==> src/rtl/core/nps_pkg.sv <==
// shared constants, codes and types of the nearest point search block
package nps_pkg;

  // table geometry
  localparam int MAX_POINTS = 1024;
  localparam int IDX_W      = $clog2(MAX_POINTS);
  localparam int CNT_W      = IDX_W + 1;

  // coordinate and distance widths
  localparam int COORD_W = 16;
  localparam int MAG_W   = COORD_W;
  localparam int SQ_W    = 2 * MAG_W;
  localparam int DIST_W  = SQ_W + 1;

  // item function codes
  localparam logic FUNC_WRITE = 1'b0;
  localparam logic FUNC_QUERY = 1'b1;

  // result status codes
  localparam logic STATUS_FOUND = 1'b0;
  localparam logic STATUS_EMPTY = 1'b1;

  // controller states
  typedef enum logic [1:0] {
    ST_IDLE,
    ST_SCAN,
    ST_DRAIN,
    ST_DONE
  } nps_state_t;

  // controller to datapath
  typedef struct packed {
    logic load;
    logic write_en;
    logic issue;
  } nps_cmd_t;

  // datapath to controller
  typedef struct packed {
    logic cnt_zero;
    logic last;
    logic pipe_busy;
  } nps_stat_t;

endpackage

==> src/rtl/core/nps_ctrl.sv <==
// controller state machine of the nearest point search block
module nps_ctrl (
  input  logic              clk,
  input  logic              rst,
  input  logic              start,
  input  logic              func,
  input  nps_pkg::nps_stat_t stat,
  output nps_pkg::nps_cmd_t  cmd,
  output logic              busy,
  output logic              result_valid
);

  nps_pkg::nps_state_t state, state_next;

  // state register
  always_ff @(posedge clk) begin
    if (rst) begin
      state <= nps_pkg::ST_IDLE;
    end else begin
      state <= state_next;
    end
  end

  // next state and commands
  always_comb begin
    state_next   = state;
    cmd          = '0;
    busy         = 1'b1;
    result_valid = 1'b0;
    unique case (state)
      nps_pkg::ST_IDLE: begin
        busy = 1'b0;
        if (start) begin
          if (func == nps_pkg::FUNC_QUERY) begin
            cmd.load   = 1'b1;
            state_next = stat.cnt_zero ? nps_pkg::ST_DONE : nps_pkg::ST_SCAN;
          end else begin
            cmd.write_en = 1'b1;
          end
        end
      end
      nps_pkg::ST_SCAN: begin
        cmd.issue = 1'b1;
        if (stat.last) begin
          state_next = nps_pkg::ST_DRAIN;
        end
      end
      nps_pkg::ST_DRAIN: begin
        if (!stat.pipe_busy) begin
          state_next = nps_pkg::ST_DONE;
        end
      end
      nps_pkg::ST_DONE: begin
        result_valid = 1'b1;
        state_next   = nps_pkg::ST_IDLE;
      end
      default: begin
        state_next = nps_pkg::ST_IDLE;
      end
    endcase
  end

endmodule

==> config.mk <==
export PLATFORM = sky130hd
export DESIGN_NAME = nps_ctrl
export DESIGN_NICKNAME = d
export VERILOG_FILES = /design/src/rtl/core/nps_pkg.sv /design/src/rtl/core/nps_ctrl.sv
export SDC_FILE = /design/constraint.sdc
export NUM_CORES = 1
export LEC_CHECK = 0
export BUFFER_PORTS_ARGS = -buffer_cell sky130_fd_sc_hd__buf_2
export CORE_AREA = 2 2 39 41
export DETAILED_ROUTE_END_ITERATION = 8
export DIE_AREA = 0 0 41 43
export SKIP_LAST_GASP = 1
export SLEW_MARGIN = 20
export SYNTH_ARGS = -nofsm -noshare
export SYNTH_HDL_FRONTEND = slang
export SYNTH_SLANG_ARGS = --single-unit
export TNS_END_PERCENT = 50
==> constraint.sdc <==
create_clock -name clk -period 1.6 [get_ports clk]
set_input_delay 0.16 -clock clk [delete_from_list [all_inputs] [get_ports clk]]
set_output_delay 0.16 -clock clk [all_outputs]
set_load 0.01 [all_outputs]
==> After elaboration in Yosys (flattened, before gate mapping) <==
Index checks and enable logic that the tools add are counted.
{ "classes": {"eq_ne": 7, "muxes": 13, "n_reduce_logical": 2} }
{ "ops": {"columns": ["cell", "n"], "rows": [
  ["two-way mux 2 bit", 7],
  ["!= test 2 bit, second input constant", 4],
  ["one-hot mux 2 bit (4 select lines)", 1],
  ["two-way mux 1 bit", 5],
  ["== test 2 bit, second input constant", 2],
  ["AND reduction 4 bit", 1],
  ["== test 2 x 1 -> 1 bit, second input constant", 1],
  ["zero test 2 bit", 1]
]} }
{ "totals": {"regBits": 2, "inputBits": 7, "elab_cells": 23} }

==> Longest topological paths before layout <==
Gate-level depths: netlist (run 1).
{ "logic_depth": {"depth_word": 4, "ltp_mapped": 5, "depth_no_buf": 5} }

==> Least setup slack after synthesis (run 1) <==
No wires, ideal clock.
{ "synth_timing": {"path_kind": "reg-to-reg", "startpoint": "register state[1]", "endpoint": "register state[1]", "setup_time_ps": 121, "arrival_time_ps": 1356, "setup_slack_ps": 122, "stages_incl_launch_ff": 6, "period_less_slack_ps": 1478, "cell_sequence": "dfxtp_1 -> inv_1 -> ha_1 -> nor2b_1 -> a221o_2 -> mux2_4"} }
{ "synth_between": {"elab_chain_len": 3, "elab_cells_between_ends": 10} }
{ "synth_rtl": {"columns": ["item", "line_no", "text"], "rows": [
  ["from (decl)", "nps_ctrl.sv:13", "nps_pkg::nps_state_t state, state_next;"],
  ["from (signal assigned)", "nps_ctrl.sv:18", "state <= nps_pkg::ST_IDLE;"],
  ["from (signal assigned)", "nps_ctrl.sv:20", "state <= state_next;"],
  ["== test 2 x 1 -> 1 bit (tied with other cells)", "nps_ctrl.sv:30", "unique case (state)"],
  ["!= test 2 bit (no line)", null, null],
  ["AND reduction 4 bit (no line)", null, null]
]} }
Several ways; a longest one is shown, not always the timed one.
A chain may end at the register's enable or synchronous reset.

==> Worst setup path in the final report (run 1) <==
Same ends and word-level chain as after synthesis.

==> key figures, run 1 <==
Critical path
  • FF-to-FF path depth: 5
  • RR Startpoint: state[1]
  • Worst Path Max Fanout: 3
  • Capture point of the worst reg-to-reg path: state[1]
  • CP endpoint kind: flop
  • Data arrival, critical path: 1.59 ns
  • WS Path Type: reg2reg
  • FF-to-FF setup slack: 0.12 ns
  • Worst EP required: 1.71 ns
  • CP Launch Type: flop

Logic synthesis
  • Syn nets: 32
  • Async SR Flop Fraction: 0
  • Synthesized area: 183 sq um
  • Synth area leader: ha_1
  • Syn_area_per_cell: 8.70 sq um
  • Unique masters post-synth: 12
  • Most numerous cell in the Yosys netlist: ha_1
  • Yosys warning total: 0
  • Primary FF master, synth: dfxtp_1
  • Commonest cells post-synth: ha_1, inv_1, nor2_1
  • Mapped Cells: 21
  • Share of the synthesized area in the top cell type: 0.274
  • Sequential element share of the synthesized area: 0.219
  • Register bit total from synthesis: 2
  • Top post-synthesis cells by area: ha_1, dfxtp_1, mux2_4
  • EDFF count, synth: 0

Route
  • Iter 0 DRT Violations: 0
  • DRC violation count after routing: 0
  • Avg WL per Cell: 7.44 um
  • DR vias/cell: 3.58
  • Vias: 186
  • DRT Pass-1 Iters: 1
  • Post-route antenna net violation count: 0
  • Final wirelength: 387 um

Pwr
  • Int Power: 0.305 mW
  • Max VDD drop: 0.310 mV
  • Power Dens Cells: 1690 nW/um^2
  • NetSw: 0.183 mW
  • Register share of total power: 0.179
  • Clock network power share: 0.234
  • Static Leak: 0.166 nW
  • Comb pwr share: 0.587
  • Sw frac: 0.375

Global route
  • Vias in the first global route: 170
  • Busiest grt layer: met4
  • Largest net degree at the start of global routing: 6
  • Met1 Use GR: 0.0510
  • Met2 Use GR: 0.0656
  • First-pass GRT wire length: 593 um
  • GR Overflow Total: 0
  • Antenna violations before repair: 0
  • Met3 usage: 0.0471
  • GRT Total Usage: 0.0581

Finish
  • Most flops, register: state
  • Largest register FFs: 2
  • Fillers: 162
  • Synthesis-to-layout area growth: 57.5%
  • Combined area of the multi-input logic cells: 131 sq um
  • Storage cell area: 40.0 sq um
  • Antenna cells: 0
  • Layout cells sized above 1: 0.500
  • Layout Utilization: 0.208
  • Final net count: 49
  • Biggest regs: state: 2 flops

Hold path
  • Hold EP: state[0]
  • Hold Startpoint: rst
  • Hold Path Class: in2reg
  • Hold depth: 2

Floorplanning
  • Initial Util: 0.132
  • Die area: 1760 sq um
  • Row cnt: 14
  • Core footprint: 1380 sq um
  • Boundary Pins: 12
  • Chip Height: 43 um
  • Die width: 41 um

Run
  • Number of max-cap violations: 0

Placement
  • Post-DP HPWL: 315 um
  • IO buf count: 11
  • RD Place Congestion: 0.610

Timing
  • RSZ-0062 raised after global routing: false
  • Min Tclk post-route: 1.48 ns
  • Setup TNS: 0 ns
  • Final Cycle Share: 0.924
  • Slew @ Worst Pin: 0.178 ns
  • Hold Violations, Final: 0
  • Max Freq: 0.676 GHz
  • Clock Skews: 0.00120 ns
  • Pins Over Slew Limit: 0
  • Final setup violation count: 0
  • Slew HR: 0.881

Clocking
  • CTS tree: built
  • Post_cts resized: 0
  • Clock Latency Late Sink: 0.23 ns
  • H-tree Lvls: 1
  • Cts bufs inserted: 3
  • Clock Sink Count: 2
  • Root buf cell: clkbuf_4
  • Hold_buf cts: 0
  • Worst-path clk slew: 0.03 ns
  • Clk buf depth: 2
  • Post-CTS setup buffers: 0

Status
  • Outcome: finished clean
==> area by class of cell <==
class / instances / area share
Clock buffer: 3 / 0.0783
Inverter: 3 / 0.0391
Multi-Input combinational cell: 16 / 0.457
Sequential cell: 2 / 0.139
Tap cell: 16 / 0.0696
Timing Repair Buffer: 12 / 0.217
==> stage by stage <==
step	hold slack [ns]	power (mW)	cells	area (sq um)	setup slack, ns
after floorplan	0.233	0.290	21	183	0.122
after global placement	0.361	0.381	49	265	0.108
after detailed placement	0.364	0.378	49	265	0.119
after CTS	0.119	0.502	52	288	0.112
after global routing	0.135	0.541	52	288	0.0575
final	0.127	0.488	52	288	0.121
==> critical path, cell delays in order, from the launching register on <==
cell	delay (ns)
dfxtp_1	0.34
inv_1	0.08
ha_1	0.18
nor2b_1	0.14
a221o_2	0.33
mux2_4	0.30
==> how the worst max path moves through the flow <==
stage,depth (start not counted),start,endpoint
floorplan,5,state[1],state[1]
global placement,5,state[1],state[1]
detailed placement,5,state[1],state[1]
CTS,5,state[0],cmd[2]
global route,5,state[1],state[1]
finish,5,state[1],state[1]
==> power by group through the flow <==
| stage | registers, mW | clock network [mW] | logic [mW] |
|---|---|---|---|
| CTS | 0.0883 | 0.123 | 0.291 |
| global placement | 0.0896 | 0 | 0.291 |
| finish | 0.0874 | 0.114 | 0.286 |
| detailed placement | 0.0891 | 0 | 0.289 |
| global route | 0.0912 | 0.128 | 0.322 |
| floorplan | 0.0859 | 0 | 0.204 |
==> layout by cell type (no fill, tap or decap) <==
cell type	count
mux2_4	1
a211oi_1	1
nor2b_1	1
buf_4	1
dfxtp_1	2
buf_2	11
mux2i_1	1
nand2_1	2
nor2_1	3
nor3_1	1
clkbuf_4	3
ha_1	4
a221o_2	1
inv_1	3
and3_2	1
==> routing by layer <==
metal,share of wire,wire length (um)
met5,0,0
met4,0.028,11
met3,0.075,29
met2,0.42,163
met1,0.47,182
==> logic make-up (layout without fill, tap and decap cells) <==
logic type / count (synthesis) / after routing / synth area share
buf+inv: 3 / 18 / 0.0616
mux: 2 / 2 / 0.137
simple gates: 8 / 8 / 0.206
fa+ha+maj: 4 / 4 / 0.274
flops: 2 / 2 / 0.219
compound gates: 2 / 2 / 0.103
Note: power is estimated with default switching activity, not from simulation.
==> run 2: changes to the inputs <==
==> constraint.sdc (replaced) <==
create_clock -name clk -period 1.6 [get_ports clk]
set_input_delay 0 -clock clk [delete_from_list [all_inputs] [get_ports clk]]
set_output_delay 0 -clock clk [all_outputs]
set_load 0.01 [all_outputs]
==> run 2 against run 1 <==
Compared with the run above: register-to-register slack about the same; hold slack improved by 0.0080 ns; worst setup slack unchanged; clock-buffer cell count unchanged; cell area increased by 3.5%; core utilization increased by 0.72 points; critical endpoint unchanged; largest cell class unchanged; largest power group unchanged; highest routed layer unchanged.
==> key figures, run 2 (synthesized netlist as in run 1, its figures left out) <==
Status
  • Outcome: finished clean

Finish
  • Biggest regs: state: 2 flops
  • Synthesis-to-layout area growth: 63.0%
  • Most flops, register: state
  • Final net count: 50 (+2.0%)
  • Layout cells sized above 1: 0.486 (-0.0135)
  • Largest register FFs: 2 (unchanged)
  • Antenna cells: 0 (unchanged)
  • Most frequent cells in the layout: buf_2, ha_1, inv_1, nor2_1, clkbuf_4
  • Commonest non-fill, non-tap cell in the layout: buf_2
  • Layout Utilization: 0.215 (+0.00723)

Clocking
  • Worst-path clk slew: 0.03 ns (about the same)
  • H-tree Lvls: 1 (unchanged)
  • CTS tree: built
  • Post_cts resized: 0 (unchanged)
  • Clk buf depth: 2 (unchanged)
  • Clock Latency Late Sink: 0.23 ns (about the same)
  • Cts bufs inserted: 3 (unchanged)
  • Clock Sink Count: 2 (unchanged)
  • Root buf cell: clkbuf_4

Critical path
  • Worst EP required: 1.71 ns (about the same)
  • Capture point of the worst reg-to-reg path: state[1]
  • FF-to-FF setup slack: 0.12 ns (about the same)
  • CP Launch Type: flop
  • Worst Path Max Fanout: 3 (unchanged)
  • CP endpoint kind: flop
  • Data arrival, critical path: 1.59 ns (about the same)
  • FF-to-FF path depth: 5 (unchanged)
  • RR Startpoint: state[1]
  • WS Path Type: reg2reg

Pwr
  • Max VDD drop: 0.317 mV (+2.5%)
  • Power Dens Cells: 1640 nW/um^2 (-3.0%)
  • Static Leak: 0.170 nW (+2.5%)

Floorplanning
  • Chip Height: 43 um (unchanged)
  • Row cnt: 14 (unchanged)
  • Die area: 1760 sq um (unchanged)
  • Initial Util: 0.132 (unchanged)
  • Die width: 41 um (unchanged)
  • Boundary Pins: 12 (unchanged)
  • Core footprint: 1380 sq um (unchanged)

Global route
  • Vias in the first global route: 164 (-3.5%)
  • GRT Total Usage: 0.0571 (-0.00100)
  • Antenna violations before repair: 0 (unchanged)
  • Largest net degree at the start of global routing: 6 (unchanged)
  • First-pass GRT wire length: 579 um (-2.4%)
  • GR Overflow Total: 0 (unchanged)

Route
  • Avg WL per Cell: 7.23 um (-2.9%)
  • DRC violation count after routing: 0 (unchanged)
  • Final wirelength: 383 um (-1.0%)
  • Iter 0 DRT Violations: 0 (unchanged)
  • DR vias/cell: 3.55 (-0.83%)
  • Post-route antenna net violation count: 0 (unchanged)
  • Vias: 188 (+1.1%)
  • DRT Pass-1 Iters: 1 (unchanged)

Timing
  • Hold WS: 0.135 ns (+0.00803 ns)
  • Clock Skews: 0.00120 ns (unchanged)
  • Setup WS post-layout: 0.121 ns (unchanged)
  • Hold Violations, Final: 0 (unchanged)
  • RSZ-0062 raised after global routing: false
  • Pins Over Slew Limit: 0 (unchanged)
  • Max Freq: 0.676 GHz (unchanged)
  • Final Cycle Share: 0.924 (unchanged)
  • Min Tclk post-route: 1.48 ns (unchanged)
  • Setup TNS: 0 ns (unchanged)
  • Final setup violation count: 0 (unchanged)
  • Slew HR: 0.881 (unchanged)
  • Slew @ Worst Pin: 0.178 ns (unchanged)

Placement
  • IO buf count: 11 (unchanged)
  • RD Place Congestion: 0.610 (unchanged)
  • Post-DP HPWL: 315 um (unchanged)
  • Pre-CTS setup slack: 0.119 ns (unchanged)

Run
  • Number of max-cap violations: 0 (unchanged)

Hold path
  • Hold Startpoint: stat[1]
  • Hold EP: state[0]
  • Hold depth: 4 (+2)
  • Hold Path Class: in2reg
==> run 2: cell count changes in the layout (fill, tap and decap cells not counted), sizes merged <==
cell         before  now
dlygate4sd3       0    1
==> run 2: final cells by class <==
class                   instances  area [sq um]
fillers                       162          1090
multi-input cells              16           131
repair buffers                 13          72.6
flip-flops and latches          2          40.0
clock buffers                   3          22.5
well taps                      16          20.0
inverters                       3          11.3
==> run 2: worst max-delay path by stage <==
stage / endpoint / startpoint / cells after the start
2_1_floorplan: state[1] / state[1] / 5
3_3_place_gp: state[1] / state[1] / 5
3_5_place_dp: state[1] / state[1] / 5
4_1_cts: state[1] / state[1] / 5
5_1_grt: state[1] / state[1] / 5
6_report: state[1] / state[1] / 5
==> run 2: metrics by stage <==
| stage | cells | total power [mW] | cell area (sq um) |
|---|---|---|---|
| 6_report | 53 | 0.489 | 298 |
| 3_3_place_gp | 49 | 0.381 | 265 |
| 4_1_cts | 53 | 0.504 | 298 |
| 5_1_grt | 53 | 0.543 | 298 |
| 2_1_floorplan | 21 | 0.290 | 183 |
| 3_5_place_dp | 49 | 0.378 | 265 |
==> run 2: what timing repair did <==
item,CTS,global route
hold buffers,1,0
endpoints found under the hold margin,1,0
buffers inserted,0,0
==> run 2: critical path, stage by stage, from the launching register on <==
cell and delay [ns]:
dfxtp_1 0.34, inv_1 0.08, ha_1 0.18, nor2b_1 0.14
a221o_2 0.33, mux2_4 0.30
==> run 2: routing by layer <==
layer / GRT usage / wire [um] / vias up
li1: - / - / 104
met1: 0.0478 / 175 / 74
met2: 0.0656 / 163 / 8
met3: 0.0471 / 33 / 2
met4: 0.0800 / 11 / 0
met5: 0 / 0 / -
==> run 2: where the power goes <==
part / total (mW) / switching [mW] / internal, mW / leakage [nW]
logic: 0.288 / 0.137 / 0.151 / 0.140
clock network: 0.114 / 0.0310 / 0.0829 / 0.0138
registers: 0.0874 / 0.0153 / 0.0722 / 0.0165
total: 0.489 / 0.183 / 0.306 / 0.170
